## src/drc_pkg.sv

```systemverilog
// ----------------------------------------------------------------------------
// Datagram receive checker package
// Request types, verdict codes and control bundle shared by the core files
// ----------------------------------------------------------------------------
`default_nettype none

package drc_pkg;

  // header is four big-endian 16-bit fields
  localparam int HEADER_BYTES = 8;

  // verdict codes
  typedef enum logic [1:0] {
    STATUS_OK            = 2'd0,
    STATUS_SHORT_HEADER  = 2'd1,
    STATUS_SHORT_PAYLOAD = 2'd2,
    STATUS_BAD_CHECKSUM  = 2'd3
  } status_t;

  // one received byte
  typedef struct packed {
    logic [7:0] data_byte;
    logic       end_of_datagram;
  } byte_item_t;

  // one verdict per datagram
  typedef struct packed {
    status_t     status;
    logic [15:0] packet_type;
    logic [15:0] sequence_number;
    logic [15:0] declared_length;
  } verdict_item_t;

  // controls from the byte sequencer to the checksum unit
  typedef struct packed {
    logic step;       // a byte is being processed this cycle
    logic take_high;  // byte is the high half of a payload word
    logic take_low;   // byte completes a payload word
    logic pad;        // declared length is odd, fold in padded last byte
    logic clear;      // end of datagram, return to empty
  } sum_ctrl_t;

endpackage

`default_nettype wire

```

## src/datagram_receive_checker_core.sv

```systemverilog
// ----------------------------------------------------------------------------
// Datagram receive checker core
// Parses the datagram header, sums the payload and gives one verdict per datagram
// ----------------------------------------------------------------------------
// Takes one byte per cycle while byte_stall is low, with no gaps needed between
// datagrams. A byte is held in an input register and processed there; the path from
// that register to the verdict register is one 16-bit ones' complement add, the
// odd-byte fold and the checksum compare, so a verdict is registered when its
// marked byte leaves the input register. The input stalls only while a finished
// verdict is still waiting to be taken and the next marked byte is ready behind
// it. Bytes beyond the declared payload are counted but not summed; bytes beyond
// MAX_DATAGRAM are dropped. No memory, no clearing pass after reset.
`default_nettype none

module datagram_receive_checker_core #(
  parameter int MAX_DATAGRAM = 1024
) (
  input  wire logic                   clk,
  input  wire logic                   rst,
  input  wire logic                   byte_valid,
  output logic                        byte_stall,
  input  wire drc_pkg::byte_item_t    byte_item,
  output logic                        verdict_valid,
  input  wire logic                   verdict_stall,
  output drc_pkg::verdict_item_t      verdict_item
);

  localparam int PW = $clog2(MAX_DATAGRAM + 1);
  localparam int CW = 18;

  // input register
  logic                s1_valid;
  drc_pkg::byte_item_t s1_item;
  logic                s1_go;

  // datagram state
  logic [PW-1:0] byte_position;
  logic [15:0]   header_type;
  logic [15:0]   header_length;
  logic [15:0]   header_sequence;
  logic [15:0]   header_checksum;

  logic [PW-1:0] byte_position_next;
  logic [15:0]   header_type_next;
  logic [15:0]   header_length_next;
  logic [15:0]   header_sequence_next;
  logic [15:0]   header_checksum_next;

  logic          take;
  logic [CW-1:0] pos_wide;
  logic [CW-1:0] payload_offset;
  logic          in_payload;
  logic [CW-1:0] count_wide;

  drc_pkg::sum_ctrl_t     sum_ctrl;
  logic [15:0]            check_word;
  drc_pkg::verdict_item_t verdict_next;

  // input handshake: advance unless a verdict would overwrite a waiting one
  assign s1_go      = s1_valid && (!s1_item.end_of_datagram || !verdict_valid || !verdict_stall);
  assign byte_stall = s1_valid && !s1_go;

  always_ff @(posedge clk) begin
    if (rst) begin
      s1_valid <= 1'b0;
    end else if (byte_valid && !byte_stall) begin
      s1_valid <= 1'b1;
    end else if (s1_go) begin
      s1_valid <= 1'b0;
    end
  end

  always_ff @(posedge clk) begin
    if (byte_valid && !byte_stall) begin
      s1_item <= byte_item;
    end
  end

  // byte position and payload window
  assign take               = byte_position < PW'(MAX_DATAGRAM);
  assign byte_position_next = take ? byte_position + PW'(1) : byte_position;
  assign pos_wide           = CW'(byte_position);
  assign payload_offset     = pos_wide - CW'(drc_pkg::HEADER_BYTES);
  assign in_payload         = take && (pos_wide >= CW'(drc_pkg::HEADER_BYTES)) &&
                              (payload_offset < CW'(header_length));
  assign count_wide         = CW'(byte_position_next);

  // header capture
  always_comb begin
    header_type_next     = header_type;
    header_length_next   = header_length;
    header_sequence_next = header_sequence;
    header_checksum_next = header_checksum;
    if (take && (pos_wide < CW'(drc_pkg::HEADER_BYTES))) begin
      case (byte_position[2:0])
        3'd0:    header_type_next     = {s1_item.data_byte, 8'h00};
        3'd1:    header_type_next     = {header_type[15:8], s1_item.data_byte};
        3'd2:    header_length_next   = {s1_item.data_byte, 8'h00};
        3'd3:    header_length_next   = {header_length[15:8], s1_item.data_byte};
        3'd4:    header_sequence_next = {s1_item.data_byte, 8'h00};
        3'd5:    header_sequence_next = {header_sequence[15:8], s1_item.data_byte};
        3'd6:    header_checksum_next = {s1_item.data_byte, 8'h00};
        default: header_checksum_next = {header_checksum[15:8], s1_item.data_byte};
      endcase
    end
  end

  // checksum unit controls
  always_comb begin
    sum_ctrl.step      = s1_go;
    sum_ctrl.take_high = in_payload && !payload_offset[0];
    sum_ctrl.take_low  = in_payload && payload_offset[0];
    sum_ctrl.pad       = header_length_next[0];
    sum_ctrl.clear     = s1_item.end_of_datagram;
  end

  drc_sum_unit u_sum (
    .clk        (clk),
    .rst        (rst),
    .ctrl       (sum_ctrl),
    .data_byte  (s1_item.data_byte),
    .check_word (check_word)
  );

  // verdict
  always_comb begin
    verdict_next.packet_type     = header_type_next;
    verdict_next.sequence_number = header_sequence_next;
    verdict_next.declared_length = header_length_next;
    if (count_wide < CW'(drc_pkg::HEADER_BYTES)) begin
      verdict_next.status          = drc_pkg::STATUS_SHORT_HEADER;
      verdict_next.packet_type     = '0;
      verdict_next.sequence_number = '0;
      verdict_next.declared_length = '0;
    end else if (count_wide < CW'(drc_pkg::HEADER_BYTES) + CW'(header_length_next)) begin
      verdict_next.status = drc_pkg::STATUS_SHORT_PAYLOAD;
    end else if (check_word == header_checksum_next) begin
      verdict_next.status = drc_pkg::STATUS_OK;
    end else begin
      verdict_next.status = drc_pkg::STATUS_BAD_CHECKSUM;
    end
  end

  // datagram state update, cleared after the marked byte
  always_ff @(posedge clk) begin
    if (rst) begin
      byte_position   <= '0;
      header_type     <= '0;
      header_length   <= '0;
      header_sequence <= '0;
      header_checksum <= '0;
    end else if (s1_go) begin
      if (s1_item.end_of_datagram) begin
        byte_position   <= '0;
        header_type     <= '0;
        header_length   <= '0;
        header_sequence <= '0;
        header_checksum <= '0;
      end else begin
        byte_position   <= byte_position_next;
        header_type     <= header_type_next;
        header_length   <= header_length_next;
        header_sequence <= header_sequence_next;
        header_checksum <= header_checksum_next;
      end
    end
  end

  // verdict register
  always_ff @(posedge clk) begin
    if (rst) begin
      verdict_valid <= 1'b0;
    end else if (s1_go && s1_item.end_of_datagram) begin
      verdict_valid <= 1'b1;
    end else if (!verdict_stall) begin
      verdict_valid <= 1'b0;
    end
  end

  always_ff @(posedge clk) begin
    if (s1_go && s1_item.end_of_datagram) begin
      verdict_item <= verdict_next;
    end
  end

endmodule

`default_nettype wire

```

## src/drc_sum_unit.sv

```systemverilog
// ----------------------------------------------------------------------------
// Datagram receive checker checksum unit
// Ones' complement sum of big-endian payload words with end-around carry
// ----------------------------------------------------------------------------
`default_nettype none

module drc_sum_unit (
  input  wire logic              clk,
  input  wire logic              rst,
  input  wire drc_pkg::sum_ctrl_t ctrl,
  input  wire logic [7:0]        data_byte,
  output logic      [15:0]       check_word
);

  logic [15:0] running_sum;
  logic [7:0]  high_byte_hold;
  logic [15:0] running_sum_next;
  logic [7:0]  high_byte_hold_next;
  logic [15:0] final_sum;

  // 16-bit add with end-around carry
  function automatic logic [15:0] ones_add(input logic [15:0] a, input logic [15:0] b);
    logic [16:0] s;
    s = {1'b0, a} + {1'b0, b};
    return s[15:0] + {15'd0, s[16]};
  endfunction

  // sum and held byte including the current byte
  always_comb begin
    running_sum_next    = running_sum;
    high_byte_hold_next = high_byte_hold;
    if (ctrl.take_low) begin
      running_sum_next = ones_add(running_sum, {high_byte_hold, data_byte});
    end
    if (ctrl.take_high) begin
      high_byte_hold_next = data_byte;
    end
  end

  // padded odd byte and expected checksum
  assign final_sum  = ctrl.pad ? ones_add(running_sum_next, {high_byte_hold_next, 8'h00})
                               : running_sum_next;
  assign check_word = ~final_sum;

  // state update
  always_ff @(posedge clk) begin
    if (rst) begin
      running_sum    <= '0;
      high_byte_hold <= '0;
    end else if (ctrl.step) begin
      if (ctrl.clear) begin
        running_sum    <= '0;
        high_byte_hold <= '0;
      end else begin
        running_sum    <= running_sum_next;
        high_byte_hold <= high_byte_hold_next;
      end
    end
  end

endmodule

`default_nettype wire

```

## config.mk

```make
export PLATFORM = sky130hd
export DESIGN_NAME = datagram_receive_checker_core
export DESIGN_NICKNAME = d
export VERILOG_FILES = /design/src/drc_pkg.sv /design/src/datagram_receive_checker_core.sv /design/src/drc_sum_unit.sv
export SDC_FILE = /design/constraint.sdc
export NUM_CORES = 1
export LEC_CHECK = 0
export BUFFER_PORTS_ARGS = -buffer_cell sky130_fd_sc_hd__buf_4
export CORE_MARGIN = 3
export CORE_UTILIZATION = 60
export DETAILED_ROUTE_END_ITERATION = 8
export GPL_TIMING_DRIVEN = 1
export PLACE_DENSITY = 0.79
export SLEW_MARGIN = 20
export SYNTH_ARGS = -nofsm -noshare
export SYNTH_HDL_FRONTEND = slang
export SYNTH_SLANG_ARGS = --single-unit
```

## constraint.sdc

```tcl
create_clock -name clk -period 10.1 [get_ports clk]
set_clock_uncertainty 0.1 [all_clocks]
set_input_delay 2.02 -clock clk [delete_from_list [all_inputs] [get_ports clk]]
set_output_delay 2.02 -clock clk [all_outputs]
set_load 0.005 [all_outputs]
```

* Word level (Yosys, flattened, before mapping)
Index checks and enable logic that the tools add are counted.
** Operators by class
- $add $sub $neg :: 7
- Order comparisons :: 6
- Equality and inequality tests :: 8
- Mux-type cells :: 25
- Bitwise gates (word level) :: 1
- Reduce and logical (&&, ||, !) cells :: 20
** Operators with widths (number)
- $mux W16 :: 11
- $pmux W16 S2 :: 4
- $add A16 B16 Y17 :: 2
- $add A16 B1 Y16 :: 2
- $lt A11 B4 Y1 const B :: 2
- $mux W11 :: 2
- $lt A18 B16 Y1 :: 1
- $add A4 B16 Y17 const A :: 1
- $lt A11 B17 Y1 :: 1
- $eq A16 B16 Y1 :: 1
- $mux W8 :: 2
- $not A16 Y16 :: 1
- $sub A11 B4 Y12 const B :: 1
- $add A11 B1 Y11 const B :: 1
- $ge A11 B4 Y1 const B :: 1
- $lt A11 B11 Y1 const B :: 1
- $eq A3 B3 Y1 const B :: 3
- $logic_and A1 B1 Y1 :: 9
- $eq A3 B2 Y1 const B :: 2
- $logic_not A1 Y1 :: 6
- $reduce_or A6 Y1 :: 1
- $mux W1 :: 4
- $mux W2 :: 2
- $eq A3 B1 Y1 const B :: 1
- other kinds (4) :: 5
** Word-level totals
- Register bits :: 160
- Bits of input ports :: 13
- Output and inout port bits :: 52
- Word-level logic and storage cells :: 82

* Longest topological paths before layout
Gate-level depths: netlist of run 1.
- Depth in word-level cells :: 12
- Depth in mapped cells :: 34
- Mapped depth without buffers :: 32

* By module
From an unflattened synthesis of run 1, not the netlist that was laid out.
** Second synthesis, totals
- Cell total of the unflattened synthesis :: 1138
- Area total of the unflattened synthesis :: 10222.3 um^2
** Modules (own cells, without submodules)
- datagram_receive_checker_core :: instances 1, cells each 749, area an instance 7125.6 um^2, seq. area each 3313.2 um^2
- drc_sum_unit :: instances 1, cells each 389, area an instance 3096.7 um^2, seq. area each 480.5 um^2

* Worst setup path before layout of run 1
OpenSTA, ideal clock, no wires.
- Path kind :: register -> register
- Start point :: register s1_item[2] in the netlist's numbering
- End point :: register verdict_item[49] in the netlist's numbering, data pin
- Setup time :: 285 ps
- Arrival :: 6704 ps
- Setup slack :: 3011 ps
- Cell stages (with the launch flop) :: 35
- Buffers on the path :: 4
- Clock period less this slack :: 7089 ps
- Cells stage by stage :: edfxtp_1 > clkbuf_1 > clkbuf_1 > inv_1 > fa_1 > nand2b_1 > a21oi_1 > o21ai_0 > o211ai_1 > a21oi_1 > o21bai_1 > a21o_1 > ha_1 > nor2b_1 > nand2_1 > or4_1 > buf_2 > or3_1 > a31oi_1 > ha_1 > a21oi_1 > a21oi_1 > o311a_1 > o21ai_0 > nand2b_1 > ha_1 > nand4_1 > nor2_1 > a31o_2 > clkbuf_1 > and4_1 > nor4_1 > o2111ai_1 > and4b_1 > a31oi_1
** Between the ends
- Cells in the longest elaborated chain, start to end :: 10
- Elaborated cells between the ends (all ways) :: 17
** Ends and longest elaborated chain
- from (decl) :: RTL line datagram_receive_checker_core.sv:33 : drc_pkg::byte_item_t s1_item;
- from (signal assigned) :: RTL line datagram_receive_checker_core.sv:75 : s1_item <= byte_item;
- $add A16 B16 Y17 :: RTL line drc_sum_unit.sv:24 : s = {1'b0, a} + {1'b0, b};
- $add A16 B1 Y16 :: RTL line drc_sum_unit.sv:25 : return s[15:0] + {15'd0, s[16]};
- $mux W16 :: RTL line drc_sum_unit.sv:32 : if (ctrl.take_low) begin
- $add A16 B16 Y17 :: RTL line drc_sum_unit.sv:24
- $add A16 B1 Y16 :: RTL line drc_sum_unit.sv:25
- $mux W16 :: RTL line drc_sum_unit.sv:41 : assign final_sum = ctrl.pad ? ones_add(running_sum_next, {high_byte_hold_next, 8'h00})
- $not A16 Y16 :: RTL line drc_sum_unit.sv:43 : assign check_word = ~final_sum;
- $eq A16 B16 Y1 :: RTL line datagram_receive_checker_core.sv:137 : end else if (check_word == header_checksum_next) begin
- $mux W2 :: RTL line datagram_receive_checker_core.sv:137
- $mux W2 * :: RTL line datagram_receive_checker_core.sv:135 : end else if (count_wide < CW'(drc_pkg::HEADER_BYTES) + CW'(header_length_next)) begin
- to (signal assigned) :: RTL line datagram_receive_checker_core.sv:182 : verdict_item <= verdict_next;
- to (decl) :: RTL line datagram_receive_checker_core.sv:25 : output drc_pkg::verdict_item_t verdict_item
Every way passes the cells marked *; elsewhere a longest branch is shown, timed or not.
A chain may end at the register's enable or synchronous reset.

* Worst setup path after layout of run 1
Ends and elaborated chain as after synthesis.

==> qor.csv, run 1 <==
metric,value,unit
ys_warn_count,0,
synth-async-reset-ratio,0,
num_vias,9686,
drv_cap,0,
start_util,0.6234,
cpPeakStageDelay,0.88,ns
synth_edf_count,59,
min_path_cells,2,
place_congestion,0.9336,
finalMaxSlewViolations,0,
setup_viol,0,
syn-mean-instance-area,8.738,um^2
layout-drive-gt1-share,0.1136,
io_buffers,64,
hp-class,reg2reg,
reg2reg_depth,30,
yosysUniqueCellTypes,77,
synth_area,0.01049,mm^2
cts_tree,done,
fin_crit_sh,0.8086,
final_nets,1296,
timing.rr.end,verdict_item[49],
peakVddDrop,0.1146,mV
slew_headroom,0.2820,
crit_path_end_kind,register,
whs_endpoint,header_checksum[2],
postCtsSetupRepairBufs,0,
crit_path_top_delay_cell,edfxtp_1,
routedWlPerCell,21.10,um
postRouteAntennaNets,0,
dieArea,0.01910,mm^2
synth_seq_area_share,0.3618,
cts_buffer_depth,2,
grt_max_degree,102,
rows,47,
clk_pin_slew,0.07,ns
drt-total-wl,30.64,mm
clk_latency,0.43,ns
die_h,138.2,um
h-tree-depth,4,
globalRouteTotalUtil,0.3146,
ys_seq_elements,160,
worst_pin_slew,1.077,ns
syn-num-nets,1277,
max_freq,0.1225,GHz
cp.arrival,8.23,ns
post_cts_resized,0,
powerDensity,123.8,mW/mm^2
start_kind,register,
cts_hold_buffers,0,
rrSetupSlack,1.93,ns
netlist_instances,1200,
synthFlopType,dfxtp_1,
cp.required,10.16,ns
grt_pass1_vias,9313,
rsz0062_at_grt,no,
cts_buffers,17,
drtPass1Iterations,8,
status,completed,
hold_path_startpoint,header_checksum[2],
ios,65,
routed_via_density,6.671,
cts_sinks,160,
r2r_start,s1_item[2],
diodes,0,
crit_type,reg2reg,
finalSetupTns,0,ns
core_area,0.01682,mm^2
gr-total-overflow,0,
ctsRootBufferMaster,clkbuf_16,
syn2layout_area_growth,11.62,%
total_leakage_power,0.004471,uW
grt_pass1_wl,49.57,mm
final_area,0.01170,mm^2
dp_hpwl,21.16,mm
die_w,138.2,um
first_iter_violations,1116,
place_area,0.01106,mm^2
period_minus_slack,8.166,ns
antenna_found_initial,0,
fin_total_pwr,1448,uW
hold_viol_final,0,
drc,0,
path_max_fanout,17,
[cells by family after synthesis]
group	count (synthesis)	synth area share
AO/OA/AOI/OAI	365	0.2525
multiplexers	21	0.02160
adder cells (fa/ha/maj)	64	0.07780
AND/OR/NAND/NOR	405	0.1828
flip-flops	160	0.3618
buffers and inverters	117	0.04260
XOR/XNOR	68	0.06086
[worst max-delay path, delay by kind of cell, from the launching register on]
kind                     cells  cell delay (ns)
adder cells (fa/ha/maj)      5             1.55
AO/OA/AOI/OAI               13             2.56
buffers and inverters        2             0.34
XOR/XNOR                     1             0.18
AND/OR/NAND/NOR              9             2.30
flip-flops                   1             0.88
[metrics by stage]
stage,hold slack [ns],setup WS [ns],std cells,utilization
2_1_floorplan,0.3499,3.011,1200,-
3_3_place_gp,0.3626,2.309,1420,0.6579
3_5_place_dp,0.3844,2.082,1420,0.6579
4_1_cts,0.3935,2.055,1452,0.6955
5_1_grt,0.4223,1.278,1452,0.6959
6_report,0.3921,1.934,1452,0.6959
[sequential cells by signal, summed over array words and instances, names as in the netlist]
name and count:
s1_item 9, byte_position 11, header_type 16, header_length 16
s1_valid 1, u_sum.high_byte_hold 8, u_sum.running_sum 16, header_sequence 16
verdict_valid 1, verdict_item 50, header_checksum 16
[how the worst max path moves through the flow]
stage               cells past startpoint  slack (ns)          endpoint       start
finish                                 30        1.93  verdict_item[49]  s1_item[2]
global route                           30        1.28  verdict_item[49]  s1_item[2]
CTS                                    31        2.05  verdict_item[49]  s1_item[1]
detailed placement                     30        2.08  verdict_item[49]  s1_item[2]
global placement                       31        2.31  verdict_item[49]  s1_item[1]
floorplan                              34        3.01  verdict_item[49]  s1_item[2]
[metal layers]
metal / global-route usage / wire (um)
met4: 0.1404 / 1276
met5: 0 / 0
met1: 0.4035 / 12460
met2: 0.5211 / 14790
met3: 0.05698 / 2105
[area by class of cell]
type                       count  area [um^2]
clock buffer                  17        425.4
tap                          220        275.3
timing repair buffer          77        578.1
multi-input combinational    923         6274
inverter                      40        150.1
clock inverter                15        207.7
sequential                   160         3794
fill                        1374         5115
[cells in the mapped netlist (22+ instances only)]
| library cell | number | area share |
|---|---|---|
| xor2_1 | 27 | 0.023 |
| xnor2_1 | 38 | 0.032 |
| clkbuf_1 | 68 | 0.024 |
| a21oi_1 | 42 | 0.020 |
| o21ai_0 | 37 | 0.018 |
| edfxtp_1 | 59 | 0.17 |
| nand2_1 | 65 | 0.023 |
| nand3_1 | 22 | 0.011 |
| ha_1 | 62 | 0.074 |
| dfxtp_1 | 101 | 0.19 |
| inv_1 | 39 | 0.014 |
| a22oi_1 | 131 | 0.094 |
| nor2_1 | 188 | 0.067 |
[placed cells by master (no fill, tap or decap), types with 5 or more instances in the layout]
| cell | instances |
|---|---|
| o2111ai_1 | 5 |
| o21ai_0 | 37 |
| nor3_1 | 18 |
| a211oi_1 | 11 |
| nand2_1 | 64 |
| xor2_1 | 27 |
| o22ai_1 | 5 |
| o21a_1 | 11 |
| nand4_1 | 11 |
| a31oi_1 | 13 |
| and3_1 | 18 |
| a21oi_1 | 42 |
| nor2_1 | 186 |
| ha_1 | 62 |
| o211ai_1 | 9 |
| o211a_1 | 6 |
| buf_4 | 77 |
| nand2b_1 | 10 |
| a21o_1 | 13 |
| clkinv_8 | 5 |
| a211o_1 | 5 |
| dfxtp_1 | 101 |
| nor2b_1 | 5 |
| a22o_1 | 21 |
| mux2_2 | 13 |
| nor4_1 | 9 |
| or3_1 | 11 |
| o31ai_1 | 7 |
| xnor2_1 | 38 |
| and2_1 | 18 |
| or4_1 | 6 |
| edfxtp_1 | 59 |
| a32oi_1 | 7 |
| nand3_1 | 22 |
| mux2i_1 | 8 |
| inv_1 | 39 |
| clkbuf_16 | 17 |
| a22oi_1 | 131 |
[power by group]
| group | internal [uW] | total, uW | switching [uW] |
|---|---|---|---|
| sequential | 674 | 681 | 6.85 |
| combinational | 25.6 | 88.1 | 62.5 |
| clock | 362 | 679 | 317 |
No activity file was read; power rests on OpenSTA's default activity.
==> inputs of run 2 (changes only) <==
==> constraint.sdc (replaced) <==
create_clock -name clk -period 8.1 [get_ports clk]
set_clock_uncertainty 0.1 [all_clocks]
set_input_delay 1.62 -clock clk [delete_from_list [all_inputs] [get_ports clk]]
set_output_delay 1.62 -clock clk [all_outputs]
set_load 0.005 [all_outputs]
==> qor.csv, run 2 (synthesis results as in run 1) <==
metric,value,unit
post_cts_resized,0,
utilization,0.6987,
clk_pin_slew,0.07,ns
layout_commonest_cell,nor2_1,
rows,47,
largest-register,verdict_item,
core_area,0.01682,mm^2
path_max_fanout,6,
cts_buffer_depth,2,
period_minus_slack,7.514,ns
layout-drive-gt1-share,0.1212,
dieArea,0.01910,mm^2
cp.arrival,7.58,ns
drv_cap,0,
cts_hold_buffers,0,
grt_max_degree,102,
drc,0,
grt_pass1_vias,8965,
start_kind,register,
drt-total-wl,29.83,mm
postCtsSetupRepairBufs,0,
hp-class,reg2reg,
place_congestion,0.9745,
crit_path_top_delay_cell,or4_1,
max_freq,0.1331,GHz
total_leakage_power,0.004489,uW
cts_tree,done,
ios,65,
hold_viol_final,0,
die_w,138.2,um
layoutNonFillerInstCount,1458,
worst_pin_slew,1.078,ns
cts_buffers,17,
setup_viol,0,
cts_sinks,160,
drtPass1Iterations,6,
slew_headroom,0.2795,
peakVddDrop,0.1366,mV
globalRouteTotalUtil,0.3023,
postRouteAntennaNets,0,
clk_latency,0.45,ns
h-tree-depth,4,
finalMaxSlewViolations,0,
powerDensity,151.2,mW/mm^2
routed_via_density,6.613,
final_nets,1302,
gr-total-overflow,0,
cp_common_cell,ha_1,
status,completed,
largest_register_ffs,50,
antenna_found_initial,0,
pre_cts_ws,0.6861,ns
ctsRootBufferMaster,clkbuf_16,
crit_type,reg2reg,
crit_path_end_kind,register,
hold_ws,0.3766,ns
routedWlPerCell,20.46,um
io_buffers,64,
placed_cells,1426,
cpPeakStageDelay,0.55,ns
num_vias,9642,
grt_pass1_wl,47.02,mm
syn2layout_area_growth,12.08,%
fin_crit_sh,0.9277,
diodes,0,
cp.required,8.17,ns
start_util,0.6234,
dp_hpwl,20.75,mm
die_h,138.2,um
worst_slack,0.5860,ns
final_cell_mix,"nor2_1 (186), a22oi_1 (131), dfxtp_1 (101)",
first_iter_violations,979,
nFillCells,1351,
==> run 2: metal layers <==
metal | wire, um | track usage | vias up
met3 | 2366 | 0.06975 | 77
met5 | 0 | 0 | -
met4 | 1009 | 0.1212 | 0
li1 | - | - | 4547
met1 | 12110 | 0.3804 | 4586
met2 | 14340 | 0.5049 | 432
==> run 2: worst paths after layout <==
path                   startpoint            endpoint  slack, ns  cells past startpoint
max          u_sum.running_sum[0]    verdict_item[49]       0.59                     31
max reg2reg  u_sum.running_sum[0]    verdict_item[49]       0.59                     31
min reg2reg    header_checksum[2]  header_checksum[2]       0.38                      2
min            header_checksum[2]  header_checksum[2]       0.38                      2
==> run 2: area by class of cell <==
class | instances | area [um^2] | area share
Clock buffer | 17 | 425.4 | 0.03620
Clock inverter | 15 | 183.9 | 0.01565
Inverter | 40 | 150.1 | 0.01278
Multi-Input combinational cell | 923 | 6296 | 0.5358
Sequential cell | 160 | 3794 | 0.3228
Tap cell | 220 | 275.3 | 0.02342
Timing Repair Buffer | 83 | 626.9 | 0.05334
==> run 2: power breakdown <==
group / internal (uW) / switching, uW / total (uW)
Clock: 420 / 398 / 818
Sequential: 840 / 6.75 / 847
Combinational: 32.6 / 78.9 / 111
Total: 1290 / 484 / 1780
==> run 2: critical path: cells and delay by family (launching register included) <==
kind / cells / cell delay, ns
compound gates: 13 / 2.40
buf+inv: 2 / 0.18
fa+ha+maj: 6 / 1.55
simple gates: 10 / 2.65
flops: 1 / 0.37
==> run 2: through the flow <==
stage	area [um^2]	setup TNS (ns)	power [uW]
finish	11750	0	1777
global route	11750	-0.0005214	1826
CTS	11720	0	1779
detailed placement	11110	0	973.6
global placement	11110	0	972.5
floorplan	10490	0	930.3
